<file path="src/hdl/tnww_pkg.sv">
// shared constants, character class decode and replacement text for the text reflow block
package tnww_pkg;

    localparam int MAX_WORD_DEF = 10;
    localparam int LONG_LEN     = 6;

    localparam logic [7:0] CHAR_NL        = 8'd10;
    localparam logic [7:0] CHAR_SP        = 8'd32;
    localparam logic [7:0] DEF_LINE_WIDTH = 8'd40;

    localparam logic [0:0] ADDR_LINE_WIDTH = 1'b0;

    typedef logic [1:0] char_cls_t;

    localparam char_cls_t CLS_DROP  = 2'd0;
    localparam char_cls_t CLS_ALNUM = 2'd1;
    localparam char_cls_t CLS_PUNCT = 2'd2;
    localparam char_cls_t CLS_SPACE = 2'd3;

    function automatic char_cls_t char_class(input logic [7:0] c);
        char_cls_t cls;
        cls = CLS_DROP;
        if (c inside {[8'd48:8'd57], [8'd65:8'd90], [8'd97:8'd122]})
        begin
            cls = CLS_ALNUM;
        end
        else if (c inside {[8'd33:8'd47], [8'd58:8'd64], [8'd91:8'd96], [8'd123:8'd126]})
        begin
            cls = CLS_PUNCT;
        end
        else if (c inside {[8'd9:8'd13], 8'd32})
        begin
            cls = CLS_SPACE;
        end
        return cls;
    endfunction

    // text that stands in for an over-long word
    function automatic logic [7:0] long_word_char(input logic [2:0] idx);
        logic [7:0] ch;
        case (idx)
            3'd0:    ch = 8'h56;
            3'd1:    ch = 8'h61;
            3'd2:    ch = 8'h75;
            default: ch = 8'h21;
        endcase
        return ch;
    endfunction

endpackage

</file>
<file path="src/hdl/tnww_word_ram.sv">
// single-port-write, registered-read buffer holding the bytes of the current word
module tnww_word_ram #(
    parameter int DEPTH  = tnww_pkg::MAX_WORD_DEF,
    parameter int ADDR_W = $clog2(tnww_pkg::MAX_WORD_DEF)
) (
    input  logic              clk,
    input  logic              we,
    input  logic [ADDR_W-1:0] waddr,
    input  logic [7:0]        wdata,
    input  logic [ADDR_W-1:0] raddr,
    output logic [7:0]        rdata
);

    logic [7:0] mem [DEPTH];
    logic [7:0] rdata_reg;

    always_ff @(posedge clk)
    begin
        if (we)
        begin
            mem[waddr] <= wdata;
        end
    end

    always_ff @(posedge clk)
    begin
        rdata_reg <= mem[raddr];
    end

    assign rdata = rdata_reg;

endmodule

</file>
<file path="src/hdl/text_normalize_and_word_wrap.sv">
// text reflow: whitespace collapse, punctuation join, long-word replacement, greedy wrap
//
// input stream s_*: s_tdata carries one text byte, s_tuser marks end of text
// (the byte is ignored then). output stream m_*: m_tdata is one output byte,
// m_tlast marks the last byte caused by one input request.
// APB port: register line_width at address 0; the user must write it only
// while idle, the block does not enforce this. a byte that does not end a
// word is taken while idle and gives no output. a byte that ends a word
// commits it: an optional line break, then each word byte is read from the
// word buffer and loaded into the output register (a read state and a load
// state per byte), then the trailing space, then on end of text the final
// break. a committed word is at most MAX_WORD bytes long.
// s_tready is low while a word is being emitted; a request that commits
// nothing is taken even while the output register still holds a byte.
// a stall on m_tready holds the output register and the emit sequence.
// reset empties the word, clears the line and sets line_width to 40; the
// word buffer needs no clearing since only bytes of the current word are read.
module text_normalize_and_word_wrap #(
    parameter int MAX_WORD = tnww_pkg::MAX_WORD_DEF
) (
    input  logic       clk,
    input  logic       rst_n,
    input  logic       s_tvalid,
    output logic       s_tready,
    input  logic [7:0] s_tdata,   // in_char
    input  logic       s_tuser,   // end_of_text
    output logic       m_tvalid,
    input  logic       m_tready,
    output logic [7:0] m_tdata,   // out_char
    output logic       m_tlast,   // last_of_run
    input  logic       psel,
    input  logic       penable,
    input  logic       pwrite,
    input  logic [0:0] paddr,
    input  logic [31:0] pwdata,
    output logic [31:0] prdata,
    output logic       pready
);

    import tnww_pkg::*;

    localparam int CNT_W = $clog2(MAX_WORD + 2);
    localparam int IDX_W = $clog2(MAX_WORD);

    localparam logic [2:0] ST_IDLE  = 3'd0;
    localparam logic [2:0] ST_BREAK = 3'd1;
    localparam logic [2:0] ST_RD    = 3'd2;
    localparam logic [2:0] ST_WR    = 3'd3;
    localparam logic [2:0] ST_SPACE = 3'd4;
    localparam logic [2:0] ST_FINAL = 3'd5;

    logic [2:0]       state_reg, state_next;
    logic [CNT_W-1:0] wc_reg, wc_next;
    logic             sp_pend_reg, sp_pend_next;
    logic [8:0]       fill_reg, fill_next;
    logic [7:0]       lw_reg;
    logic [CNT_W-1:0] len_reg, len_next;
    logic             long_reg, long_next;
    logic             final_reg, final_next;
    logic             pend_reg, pend_next;
    logic [7:0]       pend_char_reg, pend_char_next;
    logic [CNT_W-1:0] rd_idx_reg, rd_idx_next;
    logic             out_valid_reg, out_valid_next;
    logic [7:0]       out_char_reg, out_char_next;
    logic             out_last_reg, out_last_next;

    logic             accept;
    logic             out_free;
    logic             ld_out;
    char_cls_t        cls;
    logic             wc_long;
    logic [CNT_W-1:0] cur_len;
    logic             need_brk;
    logic             cfg_we;

    logic             ram_we;
    logic [IDX_W-1:0] ram_waddr;
    logic [7:0]       ram_wdata;
    logic [7:0]       ram_rdata;

    tnww_word_ram #(
        .DEPTH  (MAX_WORD),
        .ADDR_W (IDX_W)
    ) u_word_ram (
        .clk   (clk),
        .we    (ram_we),
        .waddr (ram_waddr),
        .wdata (ram_wdata),
        .raddr (rd_idx_reg[IDX_W-1:0]),
        .rdata (ram_rdata)
    );

    assign pready = 1'b1;
    assign prdata = {24'd0, lw_reg};
    assign cfg_we = psel && penable && pwrite && pready && (paddr == ADDR_LINE_WIDTH);

    assign s_tready = (state_reg == ST_IDLE);
    assign accept   = s_tvalid && s_tready;
    assign out_free = !out_valid_reg || m_tready;

    assign cls      = char_class(s_tdata);
    assign wc_long  = (wc_reg > CNT_W'(MAX_WORD));
    assign cur_len  = wc_long ? CNT_W'(LONG_LEN) : wc_reg;
    assign need_brk = (fill_reg != 9'd0) &&
                      (({1'b0, fill_reg} + 10'(cur_len)) > {2'b00, lw_reg});

    assign m_tvalid = out_valid_reg;
    assign m_tdata  = out_char_reg;
    assign m_tlast  = out_last_reg;

    always_comb
    begin
        state_next     = state_reg;
        wc_next        = wc_reg;
        sp_pend_next   = sp_pend_reg;
        fill_next      = fill_reg;
        len_next       = len_reg;
        long_next      = long_reg;
        final_next     = final_reg;
        pend_next      = pend_reg;
        pend_char_next = pend_char_reg;
        rd_idx_next    = rd_idx_reg;
        ld_out         = 1'b0;
        out_char_next  = out_char_reg;
        out_last_next  = out_last_reg;
        ram_we         = 1'b0;
        ram_waddr      = wc_reg[IDX_W-1:0];
        ram_wdata      = s_tdata;

        case (state_reg)
            ST_IDLE:
            begin
                if (accept)
                begin
                    if (s_tuser)
                    begin
                        sp_pend_next = 1'b0;
                        final_next   = 1'b1;
                        pend_next    = 1'b0;
                        if (wc_reg != '0)
                        begin
                            len_next    = cur_len;
                            long_next   = wc_long;
                            rd_idx_next = '0;
                            state_next  = need_brk ? ST_BREAK : ST_RD;
                        end
                        else
                        begin
                            state_next = ST_FINAL;
                        end
                    end
                    else
                    begin
                        case (cls)
                            CLS_ALNUM, CLS_PUNCT:
                            begin
                                sp_pend_next = 1'b0;
                                if (cls == CLS_ALNUM && sp_pend_reg && wc_reg != '0)
                                begin
                                    // commit held word, append this byte afterward
                                    final_next     = 1'b0;
                                    pend_next      = 1'b1;
                                    pend_char_next = s_tdata;
                                    len_next       = cur_len;
                                    long_next      = wc_long;
                                    rd_idx_next    = '0;
                                    state_next     = need_brk ? ST_BREAK : ST_RD;
                                end
                                else
                                begin
                                    ram_we = (wc_reg < CNT_W'(MAX_WORD));
                                    if (wc_reg <= CNT_W'(MAX_WORD))
                                    begin
                                        wc_next = wc_reg + 1'b1;
                                    end
                                end
                            end
                            CLS_SPACE:
                            begin
                                sp_pend_next = 1'b1;
                            end
                            default:
                            begin
                            end
                        endcase
                    end
                end
            end
            ST_BREAK:
            begin
                if (out_free)
                begin
                    ld_out        = 1'b1;
                    out_char_next = CHAR_NL;
                    out_last_next = 1'b0;
                    fill_next     = 9'd0;
                    state_next    = ST_RD;
                end
            end
            ST_RD:
            begin
                state_next = ST_WR;
            end
            ST_WR:
            begin
                if (out_free)
                begin
                    ld_out        = 1'b1;
                    out_char_next = long_reg ? long_word_char(rd_idx_reg[2:0]) : ram_rdata;
                    out_last_next = 1'b0;
                    rd_idx_next   = rd_idx_reg + 1'b1;
                    state_next    = (rd_idx_next == len_reg) ? ST_SPACE : ST_RD;
                end
            end
            ST_SPACE:
            begin
                if (out_free)
                begin
                    ld_out        = 1'b1;
                    out_char_next = CHAR_SP;
                    out_last_next = !final_reg;
                    fill_next     = fill_reg + 9'(len_reg) + 9'd1;
                    if (pend_reg)
                    begin
                        ram_we    = 1'b1;
                        ram_waddr = '0;
                        ram_wdata = pend_char_reg;
                        wc_next   = CNT_W'(1);
                    end
                    else
                    begin
                        wc_next = '0;
                    end
                    pend_next  = 1'b0;
                    state_next = final_reg ? ST_FINAL : ST_IDLE;
                end
            end
            ST_FINAL:
            begin
                if (out_free)
                begin
                    ld_out        = 1'b1;
                    out_char_next = CHAR_NL;
                    out_last_next = 1'b1;
                    fill_next     = 9'd0;
                    wc_next       = '0;
                    final_next    = 1'b0;
                    state_next    = ST_IDLE;
                end
            end
            default:
            begin
                state_next = ST_IDLE;
            end
        endcase

        if (ld_out)
        begin
            out_valid_next = 1'b1;
        end
        else if (m_tready)
        begin
            out_valid_next = 1'b0;
        end
        else
        begin
            out_valid_next = out_valid_reg;
        end
    end

    always_ff @(posedge clk or negedge rst_n)
    begin
        if (!rst_n)
        begin
            state_reg     <= ST_IDLE;
            wc_reg        <= '0;
            sp_pend_reg   <= 1'b0;
            fill_reg      <= 9'd0;
            lw_reg        <= DEF_LINE_WIDTH;
            final_reg     <= 1'b0;
            pend_reg      <= 1'b0;
            out_valid_reg <= 1'b0;
        end
        else
        begin
            state_reg     <= state_next;
            wc_reg        <= wc_next;
            sp_pend_reg   <= sp_pend_next;
            fill_reg      <= fill_next;
            final_reg     <= final_next;
            pend_reg      <= pend_next;
            out_valid_reg <= out_valid_next;
            if (cfg_we)
            begin
                lw_reg <= pwdata[7:0];
            end
        end
    end

    always_ff @(posedge clk)
    begin
        len_reg       <= len_next;
        long_reg      <= long_next;
        pend_char_reg <= pend_char_next;
        rd_idx_reg    <= rd_idx_next;
        out_char_reg  <= out_char_next;
        out_last_reg  <= out_last_next;
    end

`ifndef SYNTHESIS
    // word length saturates one past the buffer depth
    a_wc_range: assert property (@(posedge clk) disable iff (!rst_n)
        wc_reg <= CNT_W'(MAX_WORD + 1))
        else $error("word count beyond saturation");

    // a break before a word only ever ends a nonempty line
    a_break_nonempty: assert property (@(posedge clk) disable iff (!rst_n)
        (state_reg == ST_BREAK) |-> (fill_reg != 9'd0))
        else $error("line break on empty line");

    // buffer reads stay inside the committed word
    a_rd_in_word: assert property (@(posedge clk) disable iff (!rst_n)
        (state_reg == ST_RD || state_reg == ST_WR) |-> (rd_idx_reg < len_reg))
        else $error("word read past its length");

    // the byte that closes a request hands control back to the input side
    a_last_ends_run: assert property (@(posedge clk) disable iff (!rst_n)
        (ld_out && out_last_next) |=> (state_reg == ST_IDLE))
        else $error("last byte emitted but sequence goes on");
`endif

endmodule

</file>
<file path="config.mk">
export PLATFORM = sky130hd
export DESIGN_NAME = text_normalize_and_word_wrap
export DESIGN_NICKNAME = d
export VERILOG_FILES = /design/src/hdl/tnww_pkg.sv /design/src/hdl/tnww_word_ram.sv /design/src/hdl/text_normalize_and_word_wrap.sv
export SDC_FILE = /design/constraint.sdc
export NUM_CORES = 1
export LEC_CHECK = 0
export BUFFER_PORTS_ARGS = -buffer_cell sky130_fd_sc_hd__buf_4
export CAP_MARGIN = 40
export CORE_ASPECT_RATIO = 1.5
export CORE_UTILIZATION = 35
export CTS_CLUSTER_DIAMETER = 200
export DETAILED_ROUTE_END_ITERATION = 8
export GPL_TIMING_DRIVEN = 0
export HOLD_SLACK_MARGIN = 0.08
export PLACE_DENSITY = 0.53
export REMOVE_ABC_BUFFERS = 1
export SYNTH_ARGS = -nofsm -noshare
export SYNTH_HDL_FRONTEND = slang
export SYNTH_SLANG_ARGS = --single-unit
</file>
<file path="constraint.sdc">
create_clock -name clk -period 5.1 [get_ports clk]
set_clock_uncertainty 0.2 [all_clocks]
set_input_delay 0.51 -clock clk [delete_from_list [all_inputs] [get_ports clk]]
set_output_delay 0.51 -clock clk [all_outputs]
set_load 0.05 [all_outputs]
</file>
==> flow_summary.toml <==
[outcome]
run_status = "finished, final reports clean"

[drt]
antenna_left = 0
wl_final_mm = 15.3
detail_route.vias_per_cell = 5.00
detail_route.iter0.violations = 135
drt_pre_antenna_iters = 4
drcViolationCount = 0
vias = 4381
detail_route.wl_per_cell_um = 17.5

[timing]
fin_crit_ps = 4350
timing.final.setup_violations = 0
worstMarginPinSlew_ps = 859
slew_headroom_pct = 42.0
finalCritPeriodShare_pct = 85.3
report.final.slew_viol_count = 0
tns_ps = 0
rsz0062_at_grt = "no"
fmax_achieved_ghz = 0.230
timing_hold_violations_final = 0

[finish]
num-nets-final = 678
largest_register_ffs = 80
drive_gt1_share_pct = 21.4
area_delta_synth_final_pct = 16.4
num_antenna_cells = 0
layout.core_utilization_pct = 41.3
final_design_area_no_fill_um2 = 8140

[worst_setup_path]
timing.critical_path.slowest_cell_delay_ps = 490
cp_max_fo = 9
endpoint_kind = "flip-flop"
timing.critical_path.cells = "inv_1, ha_1, nor2b_1, o21ai_1, inv_1, nor2_1, ha_1, inv_1, fa_1, nor2b_1, o22a_1, nor2b_1, xor2_1, ha_1, o21a_1, o22ai_1, o22ai_1, and3_1, o22a_1"
crit_path_top_delay_cell = "sky130_fd_sc_hd__dfrtp_1"
critPathArrivalTime_ps = 4460
timing.critical_path.from_type = "flip-flop"
worst-endpoint-required_ps = 5220
critPathBufInv = 3
critPathTopFamily = "compound AO/OA/AOI/OAI gates"
setup.worst_path.class = "flip-flop to flip-flop"

[pwr]
power_frac_clock_pct = 25.3
p_per_area_nw_per_um2 = 564
combPwrFrac_pct = 37.8
p_leak_nw = 3.14
netSwitchingFraction_pct = 38.2
peakVddDrop_uv = 269
share_seq_of_total_power_pct = 36.9
cellInternalPower_w = 0.00283
power.net_switching_w = 0.00175

[clock_network]
cts-root-buf = "sky130_fd_sc_hd__clkbuf_16"
worst_path_clk_slew_ps = 60
cts.sinks = 142
clk-insertion-delay-late_ps = 420
numCtsBuffers = 17
tritoncts = "done"
clock_tree.buffer_depth = 2
postCtsSetupBuffers = 0
htreeDepth = 4

[global_route]
first_global_vias = 4524
total_overflow_reported_by_the_global_router = 0
pin_count_of_the_biggest_net_entering_global_routing = 29
gr-usage-all-layers_pct = 15.8
grt_pass1_wl_mm = 24.5
grt_antenna_before_repair = 0

[die]
chipWidth_um = 117
initial_core_utilization_pct = 35.5
chipHeight_um = 175
core_area_um2 = 19700
die_outline_area_um2 = 20600
row_count = 63
boundaryPins = 93

[yosys]
synth_seq_area_share_pct = 57.9
synth_area_um2 = 6990
async_reset_ff_share_pct = 19.7
number_of_flip_flops_and_latches_in_the_synthesized_netlist = 142
synth-edff-count = 106
syn-mean-instance-area_um2 = 12.7
post_synthesis_instance_total = 552
synthFlopType = "sky130_fd_sc_hd__edfxtp_1"
ys_warn_count = 0
synthDistinctLibCells = 69

[place]
buffer_ports.inserted = 43
place_hpwl_mm = 11.4
gp_congestion = 0.821
placed_cell_area_um2 = 7580

[hold_path]
hold_class = "primary input to flip-flop"

[run]
maximum_capacitance_violations = 0
==> cell type report <==
class                   instances  area [um2]
clock buffers                  18         429
multi-input cells             352        2620
fillers                      1859       11600
flip-flops and latches        142        4050
repair buffers                 58         484
clock inverters                14         120
well taps                     260         325
inverters                      32         120
==> cell usage after synthesis, types with 14 or more instances <==
library cell                 n  share of area [%]
sky130_fd_sc_hd__mux4_2     16                5.2
sky130_fd_sc_hd__dfrtp_1    26                9.3
sky130_fd_sc_hd__edfxtp_1  106                 46
sky130_fd_sc_hd__nor2b_1    18                1.6
sky130_fd_sc_hd__a21oi_1    27                1.9
sky130_fd_sc_hd__mux2_2     16                2.6
sky130_fd_sc_hd__ha_1       24                4.3
sky130_fd_sc_hd__nand2_1    32                1.7
sky130_fd_sc_hd__buf_4      25                2.7
sky130_fd_sc_hd__inv_1      31                1.7
sky130_fd_sc_hd__clkbuf_1   16               0.86
sky130_fd_sc_hd__nor2_1     42                2.3
sky130_fd_sc_hd__nor3_1     14                1.0
==> worst paths after layout <==
check / start / endpoint / slack, ps / cells after the start
worst max-delay path: wc_reg[0] / state_reg[0] / 750 / 19
worst min-delay path: pwdata[2] / lw_reg[2] / 120 / 2
worst max register to register: wc_reg[0] / state_reg[0] / 750 / 19
worst min register to register: lw_reg[2] / lw_reg[2] / 350 / 1
max in group asynchronous: rst_n / lw_reg[3] / 4020 / 2
min in group asynchronous: rst_n / lw_reg[6] / 360 / 2
==> timing repair <==
action | in CTS | in global routing
gates resized for setup | 0 | 0
hold buffers | 1 | 0
endpoints found under the hold margin | 26 | 0
==> kinds of logic (layout without fill, tap and decap cells) <==
family	Yosys count	after routing	synth area share (%)
buffers and inverters	81	122	6.08
other	2	25	0.107
xor gates and xnor gates	16	16	2.00
DFF	142	142	57.9
AOI/OAI and AO/OA	97	97	9.37
and+or+nand+nor	147	147	10.7
adders and majority gates	26	26	4.87
muxes	41	41	9.02
==> cell usage in the layout, fill, tap and decap left out, types with 9 or more instances in the layout <==
master / n
sky130_fd_sc_hd__edfxtp_1: 106
sky130_fd_sc_hd__buf_4: 51
sky130_fd_sc_hd__nor2_1: 42
sky130_fd_sc_hd__nand2_1: 32
sky130_fd_sc_hd__inv_1: 31
sky130_fd_sc_hd__a21oi_1: 27
sky130_fd_sc_hd__dfrtp_1: 26
sky130_fd_sc_hd__conb_1: 25
sky130_fd_sc_hd__ha_1: 24
sky130_fd_sc_hd__nor2b_1: 18
sky130_fd_sc_hd__clkbuf_16: 17
sky130_fd_sc_hd__mux4_2: 16
sky130_fd_sc_hd__mux2_2: 16
sky130_fd_sc_hd__nor3_1: 14
sky130_fd_sc_hd__o21ai_0: 11
sky130_fd_sc_hd__mux2i_1: 9
sky130_fd_sc_hd__inv_6: 9
==> per-stage QoR <==
stage / setup slack, ps / instances / power [W] / hold slack [ps]
floorplan: 1380 / 526 / 0.00291 / 14.4
global placement: 337 / 829 / 0.00338 / 268
detailed placement: 732 / 843 / 0.00348 / 272
CTS: 731 / 876 / 0.00465 / 102
global route: 458 / 876 / 0.00487 / 111
finish: 751 / 876 / 0.00459 / 117
==> power by group through the flow <==
| stage | clock (W) | combinational, W | sequential (W) |
|---|---|---|---|
| floorplan | 0 | 0.00103 | 0.00187 |
| global placement | 0 | 0.00161 | 0.00178 |
| detailed placement | 0 | 0.00175 | 0.00172 |
| CTS | 0.00119 | 0.00176 | 0.00170 |
| global route | 0.00123 | 0.00192 | 0.00173 |
| finish | 0.00116 | 0.00173 | 0.00169 |
==> metal layers <==
metal	GRT usage (%)	up-vias	wire length, um
met2	30.6	84	8820
met3	3.17	21	425
li1	-	2108	-
met1	15.9	2168	5720
met4	7.41	0	356
met5	0	-	0
(Power assumes the default switching activity.)
